### src/rtl/core/wbbm_pkg.sv
// Shared constants, codes and widths for the write buffer batch manager.
`default_nettype none
package wbbm_pkg;
	localparam int BATCH_COUNT   = 16;
	localparam int BATCH_ENTRIES = 8;
	localparam int TOTAL_ENTRIES = BATCH_COUNT * BATCH_ENTRIES;

	localparam int BW     = $clog2(BATCH_COUNT);        // batch number
	localparam int EW     = $clog2(TOTAL_ENTRIES);      // entry position
	localparam int FCNT_W = $clog2(BATCH_COUNT + 1);    // fifo fill count
	localparam int TCNT_W = $clog2(BATCH_ENTRIES + 1);  // per-batch counts
	localparam int USE_W  = 8;                          // in-use counts, limits

	localparam int IN_W  = 16;
	localparam int OUT_W = 32;

	typedef enum logic [2:0] {
		OP_ACQUIRE = 3'd0,
		OP_PUSH    = 3'd1,
		OP_POP     = 3'd2,
		OP_RELEASE = 3'd3,
		OP_REVERT  = 3'd4
	} op_t;

	typedef enum logic [1:0] {
		STAT_OK        = 2'd0,
		STAT_LIMIT     = 2'd1,
		STAT_NO_FREE   = 2'd2,
		STAT_SUB_EMPTY = 2'd3
	} status_t;

	localparam logic [2:0] ADDR_LIMIT_USER     = 3'd0;
	localparam logic [2:0] ADDR_LIMIT_INTERNAL = 3'd4;
endpackage
`default_nettype wire

### src/rtl/core/wbbm_ram.sv
// Generic single-write, single-read RAM with bit write mask and registered read.
`default_nettype none
module wbbm_ram #(
	parameter int WIDTH = 8,
	parameter int DEPTH = 16
) (
	input  wire logic                     clk,
	input  wire logic                     we,
	input  wire logic [$clog2(DEPTH)-1:0] waddr,
	input  wire logic [WIDTH-1:0]         wdata,
	input  wire logic [WIDTH-1:0]         wmask,
	input  wire logic [$clog2(DEPTH)-1:0] raddr,
	output logic      [WIDTH-1:0]         rdata
);
	logic [WIDTH-1:0] mem_q [DEPTH];

	always_ff @(posedge clk) begin
		if (we) begin
			for (int i = 0; i < WIDTH; i++) begin
				if (wmask[i]) begin
					mem_q[waddr][i] <= wdata[i];
				end
			end
		end
		rdata <= mem_q[raddr];
	end
endmodule
`default_nettype wire

### src/rtl/core/write_buffer_batch_manager.sv
// Write buffer batch manager: batch pool, free list and submit queue.
`default_nettype none
// Usage:
//   Input stream (s_tvalid/s_tready/s_tdata) carries one command per transfer:
//   acquire, push, pop, release or revert. Every command yields exactly one
//   result transfer on the output stream (m_tvalid/m_tready/m_tdata) with the
//   status, the granted entry, the popped batch and both in-use counts.
//   Each command is accepted in the idle state, which launches the
//   synchronous reads (entry class row, free list head, submit queue head);
//   the execute state then updates state from the read data and loads the
//   result register. A new command is accepted only after the last one has
//   left the execute state, and the result is valid once the result register
//   has been loaded at the end of the execute state.
//   The result sits in an output register: a new command is taken while the
//   previous result waits. When the receiver stalls, the command in flight
//   holds in its execute cycle until the output register frees up.
//   Limits for user and internal writes are set through the APB port at
//   byte addresses 0 and 4; write them only while the block is idle.
//   Reset clears all counters, empties the submit queue, closes the open
//   batch and fills the free list with batches 0 upward. No clearing pass
//   runs: the free list slots not yet written read as their own index.
module write_buffer_batch_manager (
	input  wire logic                      clk,
	input  wire logic                      arst_n,
	// operation[2:0], entry_type[3], entry_index[10:4], batch_index[14:11]
	input  wire logic [wbbm_pkg::IN_W-1:0] s_tdata,
	input  wire logic                      s_tvalid,
	output logic                           s_tready,
	// status[1:0], granted_entry[8:2], popped_batch[12:9],
	// user_in_use[20:13], internal_in_use[28:21]
	output logic [wbbm_pkg::OUT_W-1:0]     m_tdata,
	output logic                           m_tvalid,
	input  wire logic                      m_tready,
	input  wire logic                      psel,
	input  wire logic                      penable,
	input  wire logic                      pwrite,
	input  wire logic [2:0]                paddr,
	input  wire logic [31:0]               pwdata,
	output logic [31:0]                    prdata,
	output logic                           pready
);
	import wbbm_pkg::*;

	typedef enum logic [1:0] {
		ST_IDLE = 2'b01,
		ST_EXEC = 2'b10
	} state_t;

	state_t state_q;

	// Configuration
	logic [USE_W-1:0] limit_user_q, limit_internal_q;

	// Command captured at transfer
	logic [2:0]    op_s1;
	logic          type_s1;
	logic [EW-1:0] eidx_s1;
	logic [BW-1:0] bidx_s1;

	// Batch bookkeeping in flops
	logic [TCNT_W-1:0] taken_q [BATCH_COUNT];
	logic [TCNT_W-1:0] ready_q [BATCH_COUNT];
	logic [USE_W-1:0]  use_q   [2];
	logic              open_v_q;
	logic [BW-1:0]     open_b_q;

	// FIFO pointers; free slots not yet written read as their own index
	logic [BW-1:0]          fhead_q, shead_q;
	logic [FCNT_W-1:0]      fcnt_q, scnt_q;
	logic [BATCH_COUNT-1:0] fwritten_q;

	// Output register
	logic             out_valid_q;
	logic [OUT_W-1:0] out_data_q;

	logic fire;
	assign fire = (state_q == ST_EXEC) && (!out_valid_q || m_tready);
	assign s_tready = (state_q == ST_IDLE);
	assign m_tvalid = out_valid_q;
	assign m_tdata  = out_data_q;

	// APB
	logic cfg_wr;
	assign pready = 1'b1;
	assign cfg_wr = psel && penable && pwrite;
	always_comb begin
		prdata = '0;
		prdata[USE_W-1:0] = paddr[2] ? limit_internal_q : limit_user_q;
	end

	// Memories
	logic [BW-1:0]            cls_raddr;
	logic [BATCH_ENTRIES-1:0] cls_rdata, cls_wmask, cls_wdata;
	logic                     cls_we;
	logic [BW-1:0]            cls_waddr;
	logic [BW-1:0]            free_rdata, sub_rdata;
	logic                     free_we, sub_we;
	logic [BW-1:0]            free_waddr, sub_waddr, free_wdata, sub_wdata;

	assign cls_raddr = (state_q == ST_IDLE) ? s_tdata[14:11] : bidx_s1;

	wbbm_ram #(.WIDTH(BATCH_ENTRIES), .DEPTH(BATCH_COUNT)) u_class_ram (
		.clk(clk), .we(cls_we), .waddr(cls_waddr), .wdata(cls_wdata),
		.wmask(cls_wmask), .raddr(cls_raddr), .rdata(cls_rdata)
	);
	wbbm_ram #(.WIDTH(BW), .DEPTH(BATCH_COUNT)) u_free_ram (
		.clk(clk), .we(free_we), .waddr(free_waddr), .wdata(free_wdata),
		.wmask({BW{1'b1}}), .raddr(fhead_q), .rdata(free_rdata)
	);
	wbbm_ram #(.WIDTH(BW), .DEPTH(BATCH_COUNT)) u_submit_ram (
		.clk(clk), .we(sub_we), .waddr(sub_waddr), .wdata(sub_wdata),
		.wmask({BW{1'b1}}), .raddr(shead_q), .rdata(sub_rdata)
	);

	// Execute: combinational next state of one command
	status_t           st;
	logic [EW-1:0]     granted;
	logic [BW-1:0]     popped;
	logic [USE_W-1:0]  use_n [2];
	logic              open_v_n;
	logic [BW-1:0]     open_b_n;
	logic [BW-1:0]     fhead_n, shead_n;
	logic [FCNT_W-1:0] fcnt_n, scnt_n;
	logic              taken_we, ready_we, clr_we;
	logic [BW-1:0]     taken_b, ready_b;
	logic [TCNT_W-1:0] taken_v, ready_v;

	logic [USE_W-1:0]  lim;
	logic [BW-1:0]     b, free_head_val, eb;
	logic [TCNT_W-1:0] t, ones;
	logic [FCNT_W:0]   ftail, stail;

	always_comb begin
		st = STAT_OK;
		granted = '0;
		popped = '0;
		use_n[0] = use_q[0];
		use_n[1] = use_q[1];
		open_v_n = open_v_q;
		open_b_n = open_b_q;
		fhead_n = fhead_q;
		shead_n = shead_q;
		fcnt_n = fcnt_q;
		scnt_n = scnt_q;
		taken_we = 1'b0;
		ready_we = 1'b0;
		clr_we = 1'b0;
		taken_b = '0;
		ready_b = '0;
		taken_v = '0;
		ready_v = '0;
		cls_we = 1'b0;
		cls_waddr = '0;
		cls_wmask = '0;
		cls_wdata = {BATCH_ENTRIES{type_s1}};
		free_we = 1'b0;
		free_wdata = bidx_s1;
		sub_we = 1'b0;
		sub_wdata = bidx_s1;
		b = '0;
		t = '0;
		eb = BW'(eidx_s1 / BATCH_ENTRIES);
		ones = '0;
		lim = type_s1 ? limit_internal_q : limit_user_q;
		free_head_val = fwritten_q[fhead_q] ? free_rdata : fhead_q;

		// Tail slots, wrapped
		ftail = (FCNT_W+1)'(fhead_q) + (FCNT_W+1)'(fcnt_q);
		if (ftail >= (FCNT_W+1)'(BATCH_COUNT))
			ftail = ftail - (FCNT_W+1)'(BATCH_COUNT);
		stail = (FCNT_W+1)'(shead_q) + (FCNT_W+1)'(scnt_q);
		if (stail >= (FCNT_W+1)'(BATCH_COUNT))
			stail = stail - (FCNT_W+1)'(BATCH_COUNT);
		free_waddr = ftail[BW-1:0];
		sub_waddr = stail[BW-1:0];

		for (int i = 0; i < BATCH_ENTRIES; i++)
			ones = ones + TCNT_W'(cls_rdata[i]);

		unique case (op_s1)
			OP_ACQUIRE: begin
				if (use_q[type_s1] >= lim) begin
					st = STAT_LIMIT;
				end else if (!open_v_q && fcnt_q == '0) begin
					st = STAT_NO_FREE;
				end else begin
					b = open_v_q ? open_b_q : free_head_val;
					if (!open_v_q) begin
						fhead_n = (fhead_q == BW'(BATCH_COUNT - 1)) ? '0 : fhead_q + 1'b1;
						fcnt_n = fcnt_q - 1'b1;
					end
					open_b_n = b;
					t = (taken_q[b] >= TCNT_W'(BATCH_ENTRIES)) ? '0 : taken_q[b];
					granted = EW'(b) * EW'(BATCH_ENTRIES) + EW'(t);
					taken_we = 1'b1;
					taken_b = b;
					taken_v = t + 1'b1;
					open_v_n = (taken_v < TCNT_W'(BATCH_ENTRIES));
					cls_we = 1'b1;
					cls_waddr = b;
					cls_wmask = BATCH_ENTRIES'(1) << t;
					if (use_q[type_s1] != '1)
						use_n[type_s1] = use_q[type_s1] + 1'b1;
				end
			end
			OP_PUSH: begin
				if ({1'b0, eidx_s1} < (EW+1)'(TOTAL_ENTRIES) &&
				    ready_q[eb] < TCNT_W'(BATCH_ENTRIES)) begin
					ready_we = 1'b1;
					ready_b = eb;
					ready_v = ready_q[eb] + 1'b1;
					if (ready_v == TCNT_W'(BATCH_ENTRIES) &&
					    scnt_q < FCNT_W'(BATCH_COUNT)) begin
						sub_we = 1'b1;
						sub_wdata = eb;
						scnt_n = scnt_q + 1'b1;
					end
				end
			end
			OP_POP: begin
				if (scnt_q == '0) begin
					st = STAT_SUB_EMPTY;
				end else begin
					popped = sub_rdata;
					shead_n = (shead_q == BW'(BATCH_COUNT - 1)) ? '0 : shead_q + 1'b1;
					scnt_n = scnt_q - 1'b1;
				end
			end
			OP_RELEASE: begin
				if ({1'b0, bidx_s1} < (BW+1)'(BATCH_COUNT)) begin
					clr_we = 1'b1;
					// Saturating decrement by the count of each class
					if (use_q[1] > USE_W'(ones))
						use_n[1] = use_q[1] - USE_W'(ones);
					else
						use_n[1] = '0;
					if (use_q[0] > USE_W'(TCNT_W'(BATCH_ENTRIES) - ones))
						use_n[0] = use_q[0] - USE_W'(TCNT_W'(BATCH_ENTRIES) - ones);
					else
						use_n[0] = '0;
					if (fcnt_q < FCNT_W'(BATCH_COUNT)) begin
						free_we = 1'b1;
						fcnt_n = fcnt_q + 1'b1;
					end
				end
			end
			OP_REVERT: begin
				if ({1'b0, bidx_s1} < (BW+1)'(BATCH_COUNT) &&
				    scnt_q < FCNT_W'(BATCH_COUNT)) begin
					sub_we = 1'b1;
					scnt_n = scnt_q + 1'b1;
				end
			end
			default: begin
			end
		endcase

		// Commit only on the execute cycle that loads the result
		if (!fire) begin
			cls_we = 1'b0;
			free_we = 1'b0;
			sub_we = 1'b0;
		end
	end

	// Control and state registers
	always_ff @(posedge clk or negedge arst_n) begin
		if (!arst_n) begin
			state_q <= ST_IDLE;
			limit_user_q <= USE_W'(128);
			limit_internal_q <= USE_W'(128);
			for (int i = 0; i < BATCH_COUNT; i++) begin
				taken_q[i] <= '0;
				ready_q[i] <= '0;
			end
			use_q[0] <= '0;
			use_q[1] <= '0;
			open_v_q <= 1'b0;
			open_b_q <= '0;
			fhead_q <= '0;
			fcnt_q <= FCNT_W'(BATCH_COUNT);
			fwritten_q <= '0;
			shead_q <= '0;
			scnt_q <= '0;
			out_valid_q <= 1'b0;
		end else begin
			if (cfg_wr) begin
				if (paddr[2])
					limit_internal_q <= pwdata[USE_W-1:0];
				else
					limit_user_q <= pwdata[USE_W-1:0];
			end
			// Load on fire, drop once the receiver takes it
			out_valid_q <= fire || (out_valid_q && !m_tready);
			unique case (state_q)
				ST_IDLE: begin
					if (s_tvalid)
						state_q <= ST_EXEC;
				end
				ST_EXEC: begin
					if (fire) begin
						state_q <= ST_IDLE;
						use_q[0] <= use_n[0];
						use_q[1] <= use_n[1];
						open_v_q <= open_v_n;
						open_b_q <= open_b_n;
						fhead_q <= fhead_n;
						fcnt_q <= fcnt_n;
						shead_q <= shead_n;
						scnt_q <= scnt_n;
						if (free_we)
							fwritten_q[free_waddr] <= 1'b1;
						if (taken_we)
							taken_q[taken_b] <= taken_v;
						if (ready_we)
							ready_q[ready_b] <= ready_v;
						if (clr_we) begin
							taken_q[bidx_s1] <= '0;
							ready_q[bidx_s1] <= '0;
						end
					end
				end
				default: state_q <= ST_IDLE;
			endcase
		end
	end

	// Payload registers: capture command, load result
	always_ff @(posedge clk) begin
		if (s_tvalid && s_tready) begin
			op_s1 <= s_tdata[2:0];
			type_s1 <= s_tdata[3];
			eidx_s1 <= s_tdata[10:4];
			bidx_s1 <= s_tdata[14:11];
		end
		if (fire) begin
			out_data_q <= {3'b000, use_n[1], use_n[0], popped, granted, st};
		end
	end

	// Checks
	a_free_cnt : assert property (@(posedge clk) disable iff (!arst_n)
		fcnt_q <= FCNT_W'(BATCH_COUNT))
		else $error("free list count overflow");
	a_sub_cnt : assert property (@(posedge clk) disable iff (!arst_n)
		scnt_q <= FCNT_W'(BATCH_COUNT))
		else $error("submit queue count overflow");
	a_result_src : assert property (@(posedge clk) disable iff (!arst_n)
		$rose(out_valid_q) |-> $past(state_q == ST_EXEC))
		else $error("result loaded outside execute");
	a_one_result : assert property (@(posedge clk) disable iff (!arst_n)
		(state_q == ST_EXEC && out_valid_q && !m_tready) |=> state_q == ST_EXEC)
		else $error("command retired while result stalled");
endmodule
`default_nettype wire

### config.mk
export PLATFORM = sky130hd
export DESIGN_NAME = write_buffer_batch_manager
export DESIGN_NICKNAME = d
export VERILOG_FILES = /design/src/rtl/core/wbbm_pkg.sv /design/src/rtl/core/wbbm_ram.sv /design/src/rtl/core/write_buffer_batch_manager.sv
export SDC_FILE = /design/constraint.sdc
export NUM_CORES = 1
export LEC_CHECK = 0
export ABC_CLOCK_PERIOD_IN_PS = 11380
export BUFFER_PORTS_ARGS = -buffer_cell sky130_fd_sc_hd__clkbuf_2
export CAP_MARGIN = 25
export CORE_MARGIN = 4
export CORE_UTILIZATION = 45
export DETAILED_ROUTE_END_ITERATION = 7
export GPL_TIMING_DRIVEN = 0
export SETUP_SLACK_MARGIN = 0.5
export SKIP_CTS_REPAIR_TIMING = 1
export SKIP_LAST_GASP = 1
export SLEW_MARGIN = 20
export SYNTH_ARGS = -nofsm -noshare
export SYNTH_HDL_FRONTEND = slang
export SYNTH_HIERARCHICAL = 1
export SYNTH_SLANG_ARGS = --single-unit
### constraint.sdc
create_clock -name clk -period 11.38 [get_ports clk]
set_clock_uncertainty 0.2 [all_clocks]
set_input_delay 0.569 -clock clk [delete_from_list [all_inputs] [get_ports clk]]
set_output_delay 0.569 -clock clk [all_outputs]
set_load 0.05 [all_outputs]
==> results of run 1 <==
==> kinds of logic after synthesis <==
group,Yosys count
AOI/OAI and AO/OA,401
xor gates and xnor gates,34
adders and majority gates,61
buffers and inverters,194
DFF,515
muxes,164
other,2
and+or+nand+nor,845
==> state kept, by name, summed over array words and instances, names as in the netlist, 8 cells and up <==
signal	flops
u_class_ram/rdata	8
taken_q	64
u_submit_ram/mem_q	64
fwritten_q	16
use_q	16
limit_user_q	8
limit_internal_q	8
u_class_ram/mem_q	128
m_tdata	29
ready_q	64
u_free_ram/mem_q	64
==> cell type report <==
cell class                      instances  area (sq um)  share of cell area (%)
Antenna cell                            1          2.50                 0.00859
Sequential cell                       515         14300                    49.1
Clock inverter                         26           196                   0.674
Timing Repair Buffer                   86           632                    2.17
Inverter                               62           233                   0.799
Multi-Input combinational cell       1542         10500                    36.2
Buffer                                132           762                    2.62
Clock buffer                           76          1520                    5.20
Tap cell                              756           946                    3.25
==> routing by layer <==
layer / track usage (%) / up-vias / share of wire, %
li1: - / 8412 / -
met1: 31.6 / 9203 / 44
met2: 34.0 / 691 / 46
met3: 3.86 / 117 / 7.5
met4: 5.51 / 0 / 2.2
met5: 0 / - / 0
==> final timing paths <==
kind,slack (ps),to,depth (start not counted),startpoint
hold / removal,10,bidx_s1[2]$_DFFE_PP_,1,s_tdata[13]
min in group asynchronous,270,fwritten_q[7]$_DFFE_PN0P_,2,arst_n
setup / recovery,4460,u_class_ram/mem_q[15][3]$_DFFE_PP_,17,type_s1$_DFFE_PP_
max in group asynchronous,9500,state_q[0]$_DFFE_PN1P_,4,arst_n
hold reg to reg,250,fwritten_q[8]$_DFFE_PN0P_,1,fwritten_q[8]$_DFFE_PN0P_
setup reg to reg,4460,u_class_ram/mem_q[15][3]$_DFFE_PP_,17,type_s1$_DFFE_PP_
==> through the flow <==
stage          power, mW  instances
6_report            7.16       3196
5_1_grt             7.60       3195
4_1_cts             7.17       3182
3_5_place_dp        5.44       3080
3_3_place_gp        5.38       3072
2_1_floorplan       4.55       2251
==> cells in the final DEF, fill, tap and decap left out, types with 13 or more instances in the layout <==
cell type      Yosys  final
nor4_1            17     17
nor2_1           330    330
dlygate4sd3_1      0     13
mux4_2            43     43
a31oi_1           18     18
ha_1              49     49
xnor2_1           27     27
nor2b_1           29     29
mux2i_1           18     18
dfxtp_1           16     16
clkbuf_2           1     66
and3_1            17     17
buf_4             31     32
conb_1             2     37
a21oi_1           31     31
inv_1             61     61
nor3_1            25     24
a22oi_1           26     26
mux4_1            42     42
a21o_1            32     32
nand2b_1          14     14
clkbuf_16          0     55
dfrtp_1          198    198
nand3_1           70     70
mux2_2            59     59
edfxtp_1         297    297
nand2_1          284    284
o21ai_0          184    184
clkbuf_1          70     84
==> power by group <==
| group | switching [mW] | leakage, nW | internal [mW] | total [mW] |
|---|---|---|---|---|
| logic | 2.06 | 4.63 | 1.16 | 3.22 |
| registers | 0.123 | 5.53 | 2.12 | 2.24 |
| clock network | 0.725 | 0.845 | 0.975 | 1.70 |
==> worst max-delay path, delay by kind of cell (launching register included) <==
family                     cells  cell delay, ps
AOI/OAI and AO/OA              4             890
adders and majority gates      1             280
buffers and inverters          6            2280
DFF                            1             820
muxes                          1             420
and+or+nand+nor                5            1670
==> impl_metrics.yaml, run 1 <==
floorplanning:
  dieArea_sq_mm: 0.0610
  coreArea_sq_mm: 0.0565
  die_h_um: 247
  start_util_pct: 45.5
  rows: 87
  dieWidth_um: 247
  pin_count: 125
synth:
  synth_cell_types: 86
  syn_inst: 2216
  synthFlopType: "edfxtp_1"
  yosys.area_share.adder_pct: 3.24
  synth_compound_area_share_pct: 10.2
  yosys_register_bits: 515
  synth-seq-area-share_pct: 55.7
  yosys_warnings: 6
  synthXorXnorAreaFrac_pct: 1.16
  synth_top_family_by_area: "simple AND/OR/NAND/NOR gates"
  synth_area_per_cell_sq_um: 11.6
  synth.most_common_cell: "nor2_1"
  yosys.area.top_type: "edfxtp_1"
  synth-async-reset-ratio_pct: 39.2
  synth_edf_count: 297
  synthMuxAreaShare_pct: 11.5
  synth_common_cells: "nor2_1 (330), edfxtp_1 (297), nand2_1 (284)"
  synth_area_leaders: "edfxtp_1 (35%), dfrtp_1 (19%), nor2_1 (4.8%)"
  yosysTopAreaCellShare_pct: 34.7
  netlist_area_sq_mm: 0.0257
  synth_simple_gate_area_share_pct: 14.4
clock_tree:
  clk_pin_slew_ps: 60
  cts_root_buf: "clkbuf_16"
  cts-buffers-inserted: 54
  clk_latency_ps: 610
  clock-sinks: 515
  cts-htree-levels: 2
  cts_tree: "done"
  cts.path.max_buffers: 3
sta:
  finalCriticalPeriod_ps: 6920
  rsz0062_at_grt: "false"
  tns_ps: 0
  whs_ps: 11.6
  setup_viol: 0
  fin_ws_ps: 4460
  hold_violations: 0
  drv_slew: 0
  tightest_slew_ps: 1030
  max_freq_mhz: 145
  period_share_pct: 60.8
  relSlewSlack_pct: 30.9
route:
  dr.pass1.iters: 6
  vias_per_cell: 5.76
  remaining_drc_errors: 0
  drt_iter0_drc: 1603
  routedWlPerCell_um: 20.7
  ant_nets: 0
  num_vias: 18400
  wl_um: 66200
finish:
  fin_nets: 2510
  drive_gt1_share_pct: 14.6
  fillers: 4925
  design_area_sq_mm: 0.0291
  synthToLayoutAreaGrowth_pct: 13.4
  final_core_util_pct: 51.6
place:
  dp.final_hpwl_um: 47600
  io_buffers: 65
  gp_congestion: 0.916
  pre_cts_slack_ps: 4600
  postPlaceCellArea_sq_mm: 0.0273
worst_setup_path:
  path_common_cell: "clkbuf_1"
  path_class: "flip-flop to flip-flop"
  max_stage_delay_ps: 820
  arrival_ps: 7020
  slowest_stage: "edfxtp_1"
  critPathMaxFanout: 26
  start_kind: "flip-flop"
  end_kind: "flip-flop"
  cp_cell_sequence: "buf_8 > clkbuf_1 > clkbuf_1 > mux2_2 > ha_1 > nand2b_1 > a21o_1 > a21oi_1 > o21ai_0 > o41a_1 > or2_2 > clkbuf_1 > nor2_1 > clkbuf_1 > nand2_1 > clkbuf_1 > nor2_1"
  worstPathRequired_ps: 11480
global_routing:
  grt-ovfl-total: 0
  antenna_found_initial: 0
  grt_pass1_wl_um: 104000
  grt.total_usage_pct: 21.7
  grt_max_degree: 90
  grt_pass1_vias: 18200
pwr:
  powerDensity_mw_per_mm2: 246
  ir_worst_vdd_mv: 0.235
  leakagePower_nw: 11.0
run:
  maxCapViolCount: 0
outcome:
  status: "completed"
worst_hold_path:
  holdCritPathClass: "input port to flip-flop"
(Power assumes the default switching activity.)
==> run 2: changes to the inputs <==
ABC_CLOCK_PERIOD_IN_PS = 6750   (was 11380)
clock period = 6.75 ns   (was 11.38 ns; I/O delays follow)
==> run 2 against run 1 <==
Worst setup slack got worse by 3600 ps. Routed wire length increased by 0.18%. Die area unchanged. Largest power group unchanged.
==> impl_metrics.yaml, run 2 (synthesis gave the netlist of run 1 again) <==
route:
  drt_iter0_drc: 1614
  routedWlPerCell_um: 20.7
  remaining_drc_errors: 0
  num_vias: 18400
  wl_um: 66300
  vias_per_cell: 5.74
  ant_nets: 0
  dr.pass1.iters: 6
worst_setup_path:
  crit-reg2reg-launch: "fhead_q[2]$_DFFE_PN0P_"
  rrSetupSlack_ps: 860
  path_class: "flip-flop to flip-flop"
  worstPathRequired_ps: 7070
  arrival_ps: 6200
  start_kind: "flip-flop"
  ff2ff_path_depth: 17
  critPathMaxFanout: 12
  end_kind: "flip-flop"
  rr_endpoint: "taken_q[5]$_DFFE_PN0P_"
global_routing:
  grt-ovfl-total: 0
  grt_max_degree: 90
  grt.total_usage_pct: 21.7
  grt_pass1_vias: 18200
  antenna_found_initial: 0
  grt_pass1_wl_um: 104000
finish:
  synthToLayoutAreaGrowth_pct: 14.0
  mostFrequentLayoutCells: "nor2_1 (329), edfxtp_1 (297), nand2_1 (284)"
  drive_gt1_share_pct: 15.1
  fin_nets: 2523
  largest_reg_flops: 128
  design_area_sq_mm: 0.0293
  num_antenna_cells: 0
  top_register: "u_class_ram/mem_q"
  layout_commonest_cell: "nor2_1"
  final_core_util_pct: 51.9
floorplanning:
  rows: 87
  dieWidth_um: 247
  dieArea_sq_mm: 0.0610
  pin_count: 125
  die_h_um: 247
  start_util_pct: 45.5
  coreArea_sq_mm: 0.0565
clock_tree:
  cts.path.max_buffers: 3
  clk_pin_slew_ps: 60
  cts-buffers-inserted: 54
  clock-sinks: 515
  cts_root_buf: "clkbuf_16"
  cts-htree-levels: 2
  cts_tree: "done"
  clk_latency_ps: 600
sta:
  setup_viol: 0
  finalCriticalPeriod_ps: 5890
  fin_ws_ps: 862
  whs_ps: 40.5
  drv_slew: 0
  hold_violations: 0
  period_share_pct: 87.2
  tightest_slew_ps: 1020
  max_freq_mhz: 170
  rsz0062_at_grt: "false"
  relSlewSlack_pct: 32.2
place:
  dp.final_hpwl_um: 47600
  io_buffers: 65
  pre_cts_slack_ps: -32.7
  gp_congestion: 0.916
  postPlaceCellArea_sq_mm: 0.0273
worst_hold_path:
  holdCritPathClass: "input port to asynchronous set/reset pin"
outcome:
  status: "completed"
pwr:
  ir_worst_vdd_mv: 0.407
  powerDensity_mw_per_mm2: 414
  leakagePower_nw: 11.1
run:
  maxCapViolCount: 0
-- run 2: how the worst max path moves through the flow --
stage / startpoint / end / slack [ps] / depth (start not counted)
2_1_floorplan: type_s1$_DFFE_PP_ / u_class_ram/mem_q[14][0]$_DFFE_PP_ / 560 / 16
3_3_place_gp: type_s1$_DFFE_PP_ / u_class_ram/mem_q[15][3]$_DFFE_PP_ / -1580 / 16
3_5_place_dp: type_s1$_DFFE_PP_ / u_class_ram/mem_q[15][3]$_DFFE_PP_ / -30 / 17
4_1_cts: type_s1$_DFFE_PP_ / u_class_ram/mem_q[15][3]$_DFFE_PP_ / -80 / 17
5_1_grt: type_s1$_DFFE_PP_ / u_class_ram/mem_q[13][5]$_DFFE_PP_ / 490 / 18
6_report: fhead_q[2]$_DFFE_PN0P_ / taken_q[5]$_DFFE_PN0P_ / 860 / 17
-- run 2: critical path: stages (launching register included) --
cell and delay (ps):
dfrtp_2 540, buf_6 220, mux2_4 320, mux4_2 520, mux2_4 390, nor4_4 350, buf_4 290, mux2i_1 140
a221oi_2 390, a32oi_1 170, a32oi_4 450, buf_6 260, inv_1 80, ha_1 300, or3_1 360, buf_1 210
clkbuf_1 340, o21ai_0 250
-- run 2: area by class of cell --
cell class | instances | area (sq um)
multi-input combinational | 1542 | 10600
fill | 4914 | 27200
inverter | 62 | 233
clock buffer | 76 | 1520
buffer | 132 | 766
clock inverter | 26 | 196
timing repair buffer | 99 | 752
sequential | 515 | 14300
tap | 756 | 946
-- run 2: power by group --
part	leakage, nW	switching (mW)	internal (mW)
Clock	0.845	1.22	1.64
Combinational	4.71	3.52	1.99
Sequential	5.53	0.205	3.57
-- run 2: metrics by stage --
| step | power (mW) | std cells | TNS (ps) |
|---|---|---|---|
| global placement | 9.07 | 3072 | -243440 |
| detailed placement | 9.16 | 3080 | -33.7 |
| floorplan | 7.67 | 2251 | 0 |
| CTS | 12.1 | 3182 | -695 |
| finish | 12.1 | 3208 | 0 |
| global route | 12.9 | 3208 | 0 |
-- run 2: per-layer routing --
layer | part of all wire (%) | vias up | track usage, %
met2 | 46 | 675 | 34.0
met1 | 44 | 9206 | 31.6
met4 | 2.1 | 0 | 5.51
met3 | 7.3 | 111 | 3.86
li1 | - | 8431 | -
met5 | 0 | - | 0
==> run 3: changes to the inputs <==
CORE_ASPECT_RATIO = 0.6   (was unset)
==> run 3 against run 2 <==
Via count is 1.8% higher. Global-route usage rose by 1.8 points. Final cell count shrank 0.19%. Count of clock-buffer cells in the layout shrank 6. Critical path depth grew 1. Worst setup slack worse by 160 ps. Sequential cell count is the same.
==> impl_metrics.yaml, run 3 (synthesis gave the netlist of run 1 again) <==
floorplanning:
  die_h_um: 193
  coreArea_sq_mm: 0.0562
  rows: 67
  dieArea_sq_mm: 0.0611
  start_util_pct: 45.7
  dieWidth_um: 316
  pin_count: 125
finish:
  top_register: "u_class_ram/mem_q"
  fillers: 4916
  fin_nets: 2519
  layout_commonest_cell: "nor2_1"
  mostFrequentLayoutCells: "nor2_1 (325), edfxtp_1 (297), nand2_1 (284)"
  largest_reg_flops: 128
  synthToLayoutAreaGrowth_pct: 14.0
  drive_gt1_share_pct: 15.8
sta:
  relSlewSlack_pct: 25.6
  hold_violations: 0
  max_freq_mhz: 165
  period_share_pct: 89.7
  drv_slew: 0
  whs_ps: 10.8
  setup_viol: 0
  finalCriticalPeriod_ps: 6050
  rsz0062_at_grt: "true"
  tightest_slew_ps: 1120
worst_setup_path:
  crit_path_start: "type_s1$_DFFE_PP_"
  crit-reg2reg-launch: "type_s1$_DFFE_PP_"
  cp_cell_sequence: "buf_8 > buf_8 > clkbuf_2 > clkbuf_4 > mux2_2 > ha_1 > nand2b_1 > a21o_1 > a21oi_1 > o21ai_0 > o41a_1 > or2_2 > clkbuf_1 > clkbuf_2 > nor2_2 > nor2b_1 > nand2_1 > nor2_1"
  max_stage_delay_ps: 520
  slowest_stage: "edfxtp_1"
  end_kind: "flip-flop"
  start_kind: "flip-flop"
  path_class: "flip-flop to flip-flop"
  critPathMaxFanout: 28
  worstPathRequired_ps: 6820
  rrSetupSlack_ps: 700
  arrival_ps: 6130
clock_tree:
  clk_pin_slew_ps: 60
  cts_root_buf: "clkbuf_16"
  cts_tree: "done"
  cts-buffers-inserted: 49
  cts-htree-levels: 2
  cts.path.max_buffers: 3
  clock-sinks: 515
  clk_latency_ps: 590
outcome:
  status: "completed"
global_routing:
  grt.total_usage_pct: 23.5
  antenna_found_initial: 0
  grt_pass1_wl_um: 109000
  grt_pass1_vias: 17800
  grt_max_degree: 93
  grt-ovfl-total: 0
pwr:
  ir_worst_vdd_mv: 0.487
  p_int_mw: 7.17
  power_frac_comb_pct: 47.1
  leakagePower_nw: 11.1
  switchingPower_mw: 5.28
  swShare_pct: 42.4
  powerDensity_mw_per_mm2: 425
  power.share.clock_pct: 22.5
  seqPwrFrac_pct: 30.4
  finalPower_mw: 12.4
route:
  wl_um: 72200
  dr.pass1.iters: 6
  remaining_drc_errors: 0
  ant_nets: 0
  drt_iter0_drc: 2171
  vias_per_cell: 5.86
  routedWlPerCell_um: 22.5
  num_vias: 18800
run:
  maxCapViolCount: 0
place:
  io_buffers: 65
  gp_congestion: 1.01
  dp.final_hpwl_um: 53600
worst_hold_path:
  holdCritPathClass: "input port to asynchronous set/reset pin"
run 3: metal layers:
| metal | global-route usage [%] | vias up | part of all wire, % |
|---|---|---|---|
| met4 | 3.78 | 0 | 1.4 |
| met3 | 6.42 | 88 | 9.7 |
| li1 | - | 8410 | - |
| met1 | 37.7 | 9415 | 49 |
| met2 | 32.0 | 837 | 40 |
| met5 | 0 | - | 0 |
run 3: worst paths after layout:
| kind | to | cells past startpoint |
|---|---|---|
| max in group asynchronous | fhead_q[2]$_DFFE_PN0P_ | 4 |
| min in group clk | fwritten_q[14]$_DFFE_PN0P_ | 1 |
| hold / removal | ready_q[31]$_DFFE_PN0P_ | 2 |
| hold reg to reg | fwritten_q[14]$_DFFE_PN0P_ | 1 |
| setup reg to reg | u_class_ram/mem_q[4][2]$_DFFE_PP_ | 18 |
| setup / recovery | u_class_ram/mem_q[4][2]$_DFFE_PP_ | 18 |
run 3: area by class of cell:
type                       count  area, sq um  area share (%)
clock buffer                  70         1420            4.83
buffer                       132          777            2.65
clock inverter                21          205           0.700
timing repair buffer         100          774            2.64
inverter                      62          233           0.794
tap                          759          950            3.24
multi-input combinational   1542        10600            36.3
sequential                   515        14300            48.8
antenna                        1         2.50         0.00854
run 3: critical path, delay by kind of cell, from the launching register on:
kind                     cells  cell delay (ps)
AO/OA/AOI/OAI                4              880
adder cells (fa/ha/maj)      1              290
buffers and inverters        6             1600
flip-flops                   1              520
multiplexers                 1              360
AND/OR/NAND/NOR              6             1850
run 3: power by group through the flow:
stage,Sequential (mW),Combinational [mW],Clock (mW)
after floorplan,3.81,3.86,0
after global placement,3.85,5.44,0
after detailed placement,3.84,5.57,0
after CTS,3.78,5.61,2.85
after global routing,3.81,6.30,2.99
final,3.78,5.87,2.80
run 3: stage by stage:
stage | area [sq um] | util, % | instances | setup WS, ps | setup TNS (ps)
after floorplan | 25800 | - | 2251 | 562 | 0
after global placement | 27100 | 48.2 | 3075 | -1720 | -268550
after detailed placement | 27300 | 48.6 | 3084 | 57.7 | 0
after CTS | 28900 | 51.5 | 3175 | -3.88 | -3.88
after global routing | 29300 | 52.2 | 3201 | 445 | 0
final | 29300 | 52.2 | 3202 | 698 | 0
